`src/rtl/fqz_pkg.sv`:
```
// Shared types, command codes and FP16 helpers for the FP16 to int8 quantizer.
`timescale 1ns / 1ps
package fqz_pkg;

  // Input beat: one tensor element.
  typedef struct packed {
    logic        opcode;
    logic [15:0] sample;
    logic        last;
  } in_item_t;

  // Result beat: scale report or quantized element.
  typedef struct packed {
    logic              kind;
    logic signed [7:0] code;
    logic [15:0]       scale_bits;
    logic              end_flag;
  } out_item_t;

  // Opcodes and result kinds
  localparam logic OP_SCAN     = 1'b0;
  localparam logic OP_QUANT    = 1'b1;
  localparam logic KIND_SCALE  = 1'b0;
  localparam logic KIND_ELEM   = 1'b1;

  // Classified commands passed from the front to the back
  localparam logic [1:0] CMD_SCAN     = 2'd0;
  localparam logic [1:0] CMD_SCAN_END = 2'd1;
  localparam logic [1:0] CMD_QUANT    = 2'd2;

  typedef struct packed {
    logic [1:0]  cmd;
    logic        last;
    logic        is_nan;
    logic [15:0] sample;
  } cmd_item_t;

  // FP16 constants
  localparam logic [15:0] FP16_ONE    = 16'h3C00;
  localparam logic [15:0] FP16_MAXFIN = 16'h7BFF;
  localparam logic [14:0] FP16_INF    = 15'h7C00;

  // Queue depth on both sides
  localparam int unsigned QDEPTH = 2;

  // Map FP16 bits to an unsigned key that orders like the numeric value.
  function automatic logic [15:0] fp16_key(input logic [15:0] h);
    fp16_key = h[15] ? ~h : {1'b1, h[14:0]};
  endfunction

  function automatic logic fp16_is_nan(input logic [15:0] h);
    fp16_is_nan = (h[14:10] == 5'h1F) && (h[9:0] != 10'd0);
  endfunction

endpackage

```
`src/rtl/fqz_front.sv`:
```
// Front end: input queue that accepts element beats and classifies them.
`timescale 1ns / 1ps
module fqz_front import fqz_pkg::*; (
  input  logic      clk,
  input  logic      rst_n,
  input  logic      in_push,
  output logic      in_full,
  input  in_item_t  in_item,
  output logic      q_valid,
  output cmd_item_t q_cmd,
  input  logic      q_pop
);

  cmd_item_t  mem_r [QDEPTH];
  logic       wptr_r, rptr_r;
  logic [1:0] cnt_r;
  logic       push, pop;
  cmd_item_t  cls;

  assign in_full = (cnt_r == 2'(QDEPTH));
  assign q_valid = (cnt_r != 2'd0);
  assign q_cmd   = mem_r[rptr_r];
  assign push    = in_push && !in_full;
  assign pop     = q_pop && q_valid;

  // Classify the incoming beat
  always_comb begin
    cls.sample = in_item.sample;
    cls.last   = in_item.last;
    cls.is_nan = fp16_is_nan(in_item.sample);
    if (in_item.opcode == OP_QUANT) begin
      cls.cmd = CMD_QUANT;
    end else if (in_item.last) begin
      cls.cmd = CMD_SCAN_END;
    end else begin
      cls.cmd = CMD_SCAN;
    end
  end

  // Store classified beats
  always_ff @(posedge clk) begin
    if (push) begin
      mem_r[wptr_r] <= cls;
    end
  end

  // Advance pointers and count
  always_ff @(posedge clk) begin
    if (!rst_n) begin
      wptr_r <= 1'b0;
      rptr_r <= 1'b0;
      cnt_r  <= 2'd0;
    end else begin
      if (push) wptr_r <= ~wptr_r;
      if (pop)  rptr_r <= ~rptr_r;
      cnt_r <= cnt_r + {1'b0, push} - {1'b0, pop};
    end
  end

endmodule

```
`src/rtl/fqz_back.sv`:
```
// Back end: range tracking, iterative scale division, quantize and result queue.
`timescale 1ns / 1ps
module fqz_back import fqz_pkg::*; (
  input  logic        clk,
  input  logic        rst_n,
  input  logic        q_valid,
  input  cmd_item_t   q_cmd,
  output logic        q_pop,
  input  logic        cfg_valid,
  input  logic [14:0] cfg_data,
  input  logic        out_pop,
  output logic        out_empty,
  output out_item_t   out_result
);

  localparam logic [1:0] ST_IDLE = 2'd0;
  localparam logic [1:0] ST_DIV  = 2'd1;
  localparam logic [1:0] ST_FIN  = 2'd2;
  localparam logic [38:0] DIVIDEND = 39'd127 << 32;

  logic [1:0]  state_r, state_nxt;
  logic [15:0] max_r, max_nxt, min_r, min_nxt;
  logic        seen_r, seen_nxt;
  logic [15:0] scale_r, scale_nxt;
  logic [14:0] floor_r;
  logic [11:0] rem_r, rem_nxt;
  logic [28:0] quo_r, quo_nxt;
  logic [10:0] mn_r, mn_nxt;
  logic signed [6:0] x_r, x_nxt;
  logic [5:0]  cnt_r, cnt_nxt;

  out_item_t  omem_r [QDEPTH];
  logic       owp_r, orp_r;
  logic [1:0] ocnt_r;
  logic       opush, opop, ospace;
  out_item_t  opush_item;

  // Range update for the head beat
  logic [15:0] umax, umin;
  logic        useen;
  always_comb begin
    umax  = max_r;
    umin  = min_r;
    useen = seen_r;
    if (!q_cmd.is_nan) begin
      if (!seen_r) begin
        umax  = q_cmd.sample;
        umin  = q_cmd.sample;
        useen = 1'b1;
      end else begin
        if (fp16_key(q_cmd.sample) > fp16_key(max_r)) umax = q_cmd.sample;
        if (fp16_key(q_cmd.sample) < fp16_key(min_r)) umin = q_cmd.sample;
      end
    end
  end

  // Largest magnitude and divisor setup
  logic [14:0] mag;
  logic [10:0] mn_ld;
  logic signed [6:0] x_ld;
  logic [3:0]  lz;
  always_comb begin
    mag = (umax[14:0] > umin[14:0]) ? umax[14:0] : umin[14:0];
    lz  = 4'd0;
    for (int i = 0; i < 10; i++) begin
      if (mag[i]) lz = 4'(10 - i);
    end
    if (mag[14:10] != 5'd0) begin
      mn_ld = {1'b1, mag[9:0]};
      x_ld  = $signed({2'b00, mag[14:10]}) - 7'sd25;
    end else begin
      mn_ld = {1'b0, mag[9:0]} << lz;
      x_ld  = -7'sd24 - $signed({3'b000, lz});
    end
  end

  logic [14:0] floor_cl;
  assign floor_cl = (floor_r > FP16_MAXFIN[14:0]) ? FP16_MAXFIN[14:0] : floor_r;

  // Divider step: one quotient bit per cycle
  logic [11:0] rem_sh;
  logic        q_ge;
  assign rem_sh = {rem_r[10:0], DIVIDEND[cnt_r]};
  assign q_ge   = (rem_sh >= {1'b0, mn_r});

  // Round the quotient to single precision, then to FP16
  logic        p28, rinc, hinc;
  logic [23:0] keep24;
  logic [24:0] m25;
  logic [22:0] frac23;
  logic signed [7:0] fexp, hexp;
  logic [15:0] raw, rnd, fin_scale;
  always_comb begin
    p28    = quo_r[28];
    fexp   = (p28 ? -8'sd4 : -8'sd5) - 8'(x_r);
    keep24 = p28 ? quo_r[28:5] : quo_r[27:4];
    rinc   = (p28 ? quo_r[4] : quo_r[3]) &&
             ((p28 ? (quo_r[3:0] != 4'd0) : (quo_r[2:0] != 3'd0)) ||
              (rem_r != 12'd0) || keep24[0]);
    m25    = {1'b0, keep24} + {24'd0, rinc};
    if (m25[24]) begin
      frac23 = 23'd0;
      fexp   = fexp + 8'sd1;
    end else begin
      frac23 = m25[22:0];
    end
    hexp = fexp + 8'sd15;
    hinc = (frac23[12:0] > 13'h1000) || ((frac23[12:0] == 13'h1000) && frac23[13]);
    rnd  = {1'b0, hexp[4:0], frac23[22:13]} + {15'd0, hinc};
    if (hexp >= 8'sd31 || rnd > FP16_MAXFIN) begin
      raw = FP16_MAXFIN;
    end else begin
      raw = rnd;
    end
    fin_scale = (raw > {1'b0, floor_cl}) ? raw : {1'b0, floor_cl};
  end

  // Quantize the head beat with the current scale
  logic [10:0] ms, mc;
  logic signed [6:0] xs, xc, xsum;
  logic [21:0] prod;
  logic [31:0] qval;
  logic [5:0]  rsh;
  logic [6:0]  qmag;
  logic signed [7:0] qcode;
  always_comb begin
    ms   = {(q_cmd.sample[14:10] != 5'd0), q_cmd.sample[9:0]};
    mc   = {(scale_r[14:10] != 5'd0), scale_r[9:0]};
    xs   = $signed({2'b00, (q_cmd.sample[14:10] == 5'd0) ? 5'd1 : q_cmd.sample[14:10]})
           - 7'sd25;
    xc   = $signed({2'b00, (scale_r[14:10] == 5'd0) ? 5'd1 : scale_r[14:10]}) - 7'sd25;
    xsum = xs + xc;
    prod = ms * mc;
    rsh  = 6'(-xsum);
    if (xsum >= 7'sd0) begin
      qval = {10'd0, prod} << xsum[3:0];
    end else if (rsh >= 6'd22) begin
      qval = 32'd0;
    end else begin
      qval = {10'd0, prod >> rsh};
    end
    qmag = (qval >= 32'd127) ? 7'd127 : qval[6:0];
    if (q_cmd.sample[14:10] == 5'h1F) begin
      if (q_cmd.is_nan || scale_r[14:0] == 15'd0) qmag = 7'd0;
      else qmag = 7'd127;
    end
    qcode = q_cmd.sample[15] ? -$signed({1'b0, qmag}) : $signed({1'b0, qmag});
  end

  assign ospace = (ocnt_r != 2'(QDEPTH));

  // Sequencer
  always_comb begin
    state_nxt  = state_r;
    max_nxt    = max_r;
    min_nxt    = min_r;
    seen_nxt   = seen_r;
    scale_nxt  = scale_r;
    rem_nxt    = rem_r;
    quo_nxt    = quo_r;
    mn_nxt     = mn_r;
    x_nxt      = x_r;
    cnt_nxt    = cnt_r;
    q_pop      = 1'b0;
    opush      = 1'b0;
    opush_item = '{kind: KIND_SCALE, code: 8'sd0, scale_bits: scale_r, end_flag: 1'b1};
    unique case (state_r)
      ST_IDLE: begin
        if (q_valid) begin
          unique case (q_cmd.cmd)
            CMD_SCAN: begin
              q_pop   = 1'b1;
              max_nxt = umax;
              min_nxt = umin;
              seen_nxt = useen;
            end
            CMD_QUANT: begin
              if (ospace) begin
                q_pop      = 1'b1;
                opush      = 1'b1;
                opush_item = '{kind: KIND_ELEM, code: qcode, scale_bits: scale_r,
                               end_flag: q_cmd.last};
              end
            end
            CMD_SCAN_END: begin
              if (!useen || mag == 15'd0 || mag == FP16_INF) begin
                if (ospace) begin
                  q_pop     = 1'b1;
                  opush     = 1'b1;
                  scale_nxt = (mag == FP16_INF && useen) ? {1'b0, floor_cl} : FP16_ONE;
                  opush_item.scale_bits = scale_nxt;
                  max_nxt   = 16'd0;
                  min_nxt   = 16'd0;
                  seen_nxt  = 1'b0;
                end
              end else begin
                q_pop     = 1'b1;
                max_nxt   = 16'd0;
                min_nxt   = 16'd0;
                seen_nxt  = 1'b0;
                rem_nxt   = 12'd0;
                quo_nxt   = 29'd0;
                mn_nxt    = mn_ld;
                x_nxt     = x_ld;
                cnt_nxt   = 6'd38;
                state_nxt = ST_DIV;
              end
            end
            default: begin
              q_pop = 1'b1;
            end
          endcase
        end
      end
      ST_DIV: begin
        rem_nxt = q_ge ? (rem_sh - {1'b0, mn_r}) : rem_sh;
        quo_nxt = {quo_r[27:0], q_ge};
        cnt_nxt = cnt_r - 6'd1;
        if (cnt_r == 6'd0) state_nxt = ST_FIN;
      end
      ST_FIN: begin
        if (ospace) begin
          opush      = 1'b1;
          scale_nxt  = fin_scale;
          opush_item.scale_bits = fin_scale;
          state_nxt  = ST_IDLE;
        end
      end
      default: begin
        state_nxt = ST_IDLE;
      end
    endcase
  end

  // Hold state and datapath registers
  always_ff @(posedge clk) begin
    if (!rst_n) begin
      state_r <= ST_IDLE;
      max_r   <= 16'd0;
      min_r   <= 16'd0;
      seen_r  <= 1'b0;
      scale_r <= FP16_ONE;
      floor_r <= 15'd0;
    end else begin
      state_r <= state_nxt;
      max_r   <= max_nxt;
      min_r   <= min_nxt;
      seen_r  <= seen_nxt;
      scale_r <= scale_nxt;
      if (cfg_valid) floor_r <= cfg_data;
    end
  end

  always_ff @(posedge clk) begin
    rem_r <= rem_nxt;
    quo_r <= quo_nxt;
    mn_r  <= mn_nxt;
    x_r   <= x_nxt;
    cnt_r <= cnt_nxt;
  end

  // Result queue
  assign out_empty  = (ocnt_r == 2'd0);
  assign out_result = omem_r[orp_r];
  assign opop       = out_pop && !out_empty;

  always_ff @(posedge clk) begin
    if (opush) omem_r[owp_r] <= opush_item;
  end

  always_ff @(posedge clk) begin
    if (!rst_n) begin
      owp_r  <= 1'b0;
      orp_r  <= 1'b0;
      ocnt_r <= 2'd0;
    end else begin
      if (opush) owp_r <= ~owp_r;
      if (opop)  orp_r <= ~orp_r;
      ocnt_r <= ocnt_r + {1'b0, opush} - {1'b0, opop};
    end
  end

endmodule

```
`src/rtl/fp16_to_int8_symmetric_quantizer_top.sv`:
```
// Top level of the FP16 to int8 symmetric quantizer.
//
// Input channel: push an element beat (opcode, sample, last) while in_full is low.
// A tensor is fed twice: scan beats (opcode 0) build the value range, quantize
// beats (opcode 1) are scaled to int8 codes with the current scale.
// Result channel: a result waits on out_result while out_empty is low and
// leaves on out_pop. A scan beat without last gives no result; the last scan
// beat gives one scale report; every quantize beat gives one code.
// Config: cfg_data is the floor scale, taken on cfg_valid (cfg_ready is always
// high); write it only while the block is idle.
// Streaming: scan beats pass through the back end at one beat per cycle while no
// scale division is running, and quantize beats do so while the result queue has room;
// a result is registered in the result queue and waits on out_result until popped.
// At the end of a scan over a nonzero, finite range the scale division retires one
// quotient bit per cycle over 39 steps, then ST_FIN rounds and pushes the report.
// Reset clears the range, sets the scale to 1.0 and the floor to zero; both
// queues come out empty. When the receiver stalls, the two-entry result queue
// fills, the back end holds, and in_full rises once the input queue fills.
`timescale 1ns / 1ps
module fp16_to_int8_symmetric_quantizer_top import fqz_pkg::*; (
  input  logic        clk,
  input  logic        rst_n,
  input  logic        in_push,
  output logic        in_full,
  input  in_item_t    in_item,
  input  logic        out_pop,
  output logic        out_empty,
  output out_item_t   out_result,
  input  logic        cfg_valid,
  output logic        cfg_ready,
  input  logic [14:0] cfg_data
);

  logic      q_valid, q_pop;
  cmd_item_t q_cmd;

  assign cfg_ready = 1'b1;

  fqz_front u_front (
    .clk     (clk),
    .rst_n   (rst_n),
    .in_push (in_push),
    .in_full (in_full),
    .in_item (in_item),
    .q_valid (q_valid),
    .q_cmd   (q_cmd),
    .q_pop   (q_pop)
  );

  fqz_back u_back (
    .clk        (clk),
    .rst_n      (rst_n),
    .q_valid    (q_valid),
    .q_cmd      (q_cmd),
    .q_pop      (q_pop),
    .cfg_valid  (cfg_valid && cfg_ready),
    .cfg_data   (cfg_data),
    .out_pop    (out_pop),
    .out_empty  (out_empty),
    .out_result (out_result)
  );

endmodule

```
`config.mk`:
```
export PLATFORM = sky130hd
export DESIGN_NAME = fp16_to_int8_symmetric_quantizer_top
export DESIGN_NICKNAME = d
export VERILOG_FILES = /design/src/rtl/fqz_pkg.sv /design/src/rtl/fqz_front.sv /design/src/rtl/fqz_back.sv /design/src/rtl/fp16_to_int8_symmetric_quantizer_top.sv
export SDC_FILE = /design/constraint.sdc
export NUM_CORES = 1
export LEC_CHECK = 0
export ABC_AREA = 1
export ABC_CLOCK_PERIOD_IN_PS = 12900
export BUFFER_PORTS_ARGS = -buffer_cell sky130_fd_sc_hd__buf_4
export CORE_UTILIZATION = 50
export CTS_CLUSTER_DIAMETER = 80
export DETAILED_ROUTE_END_ITERATION = 8
export GPL_ROUTABILITY_DRIVEN = 0
export PLACE_DENSITY = 0.66
export RECOVER_POWER = 100
export SYNTH_ARGS = -nofsm -noshare
export SYNTH_HDL_FRONTEND = slang
export SYNTH_SLANG_ARGS = --single-unit
```
`constraint.sdc`:
```
create_clock -name clk -period 12.9 [get_ports clk]
set_clock_uncertainty 0.15 [all_clocks]
set_input_delay 1.29 -clock clk [delete_from_list [all_inputs] [get_ports clk]]
set_output_delay 1.29 -clock clk [all_outputs]
set_load 0.02 [all_outputs]
```
==> metrics.yaml <==
nets: 3471
path_class: "register to register"
antenna_left: 0
synth_cells: 3173
area_growth_pct: 7.10
whs_endpoint: "u_front.cnt_r[1]"
fp.dieH_um: 215
root_buffer: "clkbuf_16"
synth_ff_type: "edfxtp_1"
via_count: 21200
grt_max_degree: 54
grt_pass1_vias: 20700
synth_seq_cells: 234
tightest_slew_ns: 2.03
rr_endpoint: "u_back.min_r[11]"
fin_crit_ns: 11.14
die_x_um: 215
drv_cap: 4
cpMostUsedCell: "nand2_1"
path_depth: 35
synth_compound_area_share_pct: 11.5
clkTransAtPathRegs_ns: 0.05
synthMuxAreaShare_pct: 1.29
viasPerCell: 5.56
wl_um: 64000
synth_nets: 3458
cts_made_buffers: 29
wl_met2_um: 29300
cts_buffer_depth: 3
route.detailed.drc: 0
drt-initial-drc-count: 1983
cts_hold_buf: 0
critPathMaxFanout: 46
start_kind: "register"
violations: "capacitance limit, slew limit"
overflow: 0
syn_avg_cell_area_um2: 7.17
clock_sinks: 234
worst_r2r_path_depth: 35
wl_met1_um: 27500
setup_violations: 0
synth-async-reset-ratio_pct: 0
met3_length_um: 4720
cts_setup_buffers: 0
setup_tns_ns: 0
boundaryPins: 67
yosys_warnings: 0
post-route-period-util_pct: 86.3
synthSimpleGateAreaFrac_pct: 29.2
cts_resized: 0
routedWlPerCell_um: 16.8
critPathArrivalTime_ns: 11.45
grt_antenna_before_repair: 3
max_clock_freq_mhz: 89.8
grt_pass1_wl_um: 106000
critPathBufInv: 6
crit_required_ns: 13.21
syn_area_um2: 22800
track_usage_pct: 28.0
cpMaxStageDelayCell: "nand3_1"
slew_headroom_pct: -35.0
synth_top_family_by_area: "simple AND/OR/NAND/NOR gates"
cp_slowest_stage_delay_ns: 1.18
synth_cell_types: 72
hold_viol: 0
ys_seq_area_share_pct: 27.5
min_path_type: "register to register"
firstDrtPassIters: 6
cp-end-kind: "register"
highest_layer: "met4"
critPathTopFamily: "simple AND/OR/NAND/NOR gates"
synth-adder-area-share_pct: 16.3
status: "finished, violations left"
die-area_um2: 46400
hpwlAfterDp_um: 49400
htreeDepth: 1
place.port_buffers: 65
holdPathStages: 1
synth_xor_area_share_pct: 3.85
rows: 77
coreArea_um2: 44500
clock_latency_ns: 0.58
cts_tree: "done"
start_util_pct: 51.1
rsz0062_at_grt: "false"
synth_edf_count: 157
hold_start: "u_front.cnt_r[1]"
slew_viol_final: 143
drive_gt1_share_pct: 7.76
reg2reg_slack_ns: 1.76
-- layout make-up --
cell class | instances | area, um2
diodes | 3 | 7.51
flip-flops and latches | 234 | 6260
repair buffers | 89 | 497
clock buffers | 35 | 778
clock inverters | 18 | 170
well taps | 592 | 741
fillers | 4339 | 20100
multi-input cells | 2354 | 14100
inverters | 478 | 1800
-- synth_stat cells, types with 8 or more instances --
| library cell | instances | area share (%) |
|---|---|---|
| o21ai_2 | 26 | 1.0 |
| dfxtp_1 | 77 | 6.8 |
| mux2_2 | 26 | 1.3 |
| fa_1 | 83 | 7.3 |
| nand2_2 | 17 | 0.47 |
| buf_4 | 8 | 0.26 |
| xor2_1 | 57 | 2.2 |
| nand3_1 | 227 | 5.0 |
| nor2_2 | 16 | 0.44 |
| inv_2 | 17 | 0.28 |
| nand4_1 | 74 | 2.0 |
| or2_2 | 28 | 0.77 |
| edfxtp_1 | 157 | 21 |
| o21ai_0 | 136 | 3.0 |
| nand2_1 | 763 | 13 |
| nor2_1 | 308 | 5.1 |
| buf_2 | 14 | 0.31 |
| nor3_1 | 26 | 0.57 |
| buf_6 | 12 | 0.59 |
| o21ai_1 | 75 | 1.6 |
| nand3_2 | 8 | 0.35 |
| o21a_1 | 9 | 0.30 |
| ha_1 | 164 | 9.0 |
| clkbuf_1 | 63 | 1.0 |
| a21oi_1 | 175 | 3.8 |
| clkinv_1 | 13 | 0.21 |
| xnor2_1 | 38 | 1.5 |
| inv_1 | 447 | 7.4 |
| nor4_1 | 9 | 0.25 |
| buf_1 | 8 | 0.13 |
-- layer usage --
| metal | global-route usage [%] | vias up |
|---|---|---|
| met3 | 3.57 | 139 |
| met2 | 46.1 | 821 |
| met4 | 10.3 | 0 |
| met5 | 0 | - |
| li1 | - | 10400 |
| met1 | 37.5 | 9821 |
-- layout by cell type, fill, tap and decap left out, drive strengths merged, types with 3 or more instances in the layout --
| master | Yosys | final |
|---|---|---|
| nand2 | 785 | 785 |
| inv | 464 | 468 |
| nor2 | 329 | 329 |
| o21ai | 237 | 237 |
| nand3 | 235 | 235 |
| a21oi | 183 | 183 |
| ha | 164 | 164 |
| edfxtp | 157 | 157 |
| fa | 83 | 83 |
| clkbuf | 63 | 82 |
| dfxtp | 77 | 77 |
| nand4 | 77 | 77 |
| xor2 | 59 | 59 |
| buf | 43 | 42 |
| xnor2 | 38 | 38 |
| or2 | 30 | 30 |
| nor3 | 29 | 29 |
| mux2 | 26 | 26 |
| clkinv | 14 | 22 |
| o21a | 10 | 10 |
| nor4 | 10 | 10 |
| nand3b | 9 | 9 |
| a31oi | 7 | 7 |
| o211ai | 6 | 6 |
| o21bai | 4 | 4 |
| a22oi | 4 | 4 |
| and2 | 4 | 4 |
| clkinvlp | 0 | 4 |
| nor3b | 4 | 4 |
| diode | 0 | 3 |
| a211oi | 3 | 3 |
-- state kept, by name, indices dropped and copies added, names as in the netlist, 7 cells and up, named ones only --
| name | cells |
|---|---|
| u_back.max_r | 16 |
| u_front.mem_r | 40 |
| u_back.x_r | 7 |
| u_back.min_r | 16 |
| u_back.rem_r | 12 |
| u_back.quo_r | 29 |
| u_back.scale_r | 16 |
| u_back.floor_r | 15 |
| u_back.mn_r | 11 |
| u_back.omem_r | 52 |
-- stage by stage --
step           util, %  hold slack [ns]  setup slack [ns]  area, um2  instances
3_5_place_dp      53.1            0.312              2.39      23600       3747
4_1_cts           55.2            0.321              2.38      24600       3800
3_3_place_gp      53.1            0.290              2.67      23600       3747
2_1_floorplan        -            0.276              4.71      22800       3173
6_report          54.8            0.329              1.76      24400       3803
5_1_grt           54.8            0.355             0.581      24400       3803
-- kinds of logic (layout without fill, tap and decap cells) --
| logic type | count (synthesis) | after routing |
|---|---|---|
| other | 1 | 4 |
| AOI/OAI and AO/OA | 469 | 469 |
| xor gates and xnor gates | 97 | 97 |
| buffers and inverters | 585 | 620 |
| DFF | 234 | 234 |
| adders and majority gates | 247 | 247 |
| and+or+nand+nor | 1514 | 1514 |
| muxes | 26 | 26 |
-- worst max-delay path by stage --
| stage | end | slack, ns |
|---|---|---|
| floorplan | u_back.cnt_r[0] | 4.71 |
| global placement | u_back.omem_r[1][7] | 2.67 |
| CTS | u_back.omem_r[1][12] | 2.38 |
| detailed placement | u_back.omem_r[1][12] | 2.39 |
| finish | u_back.min_r[11] | 1.76 |
| global route | u_back.min_r[9] | 0.58 |
Power is not shown: default switching activity piles up to over one toggle a cycle in this logic, so the estimate is an artifact.
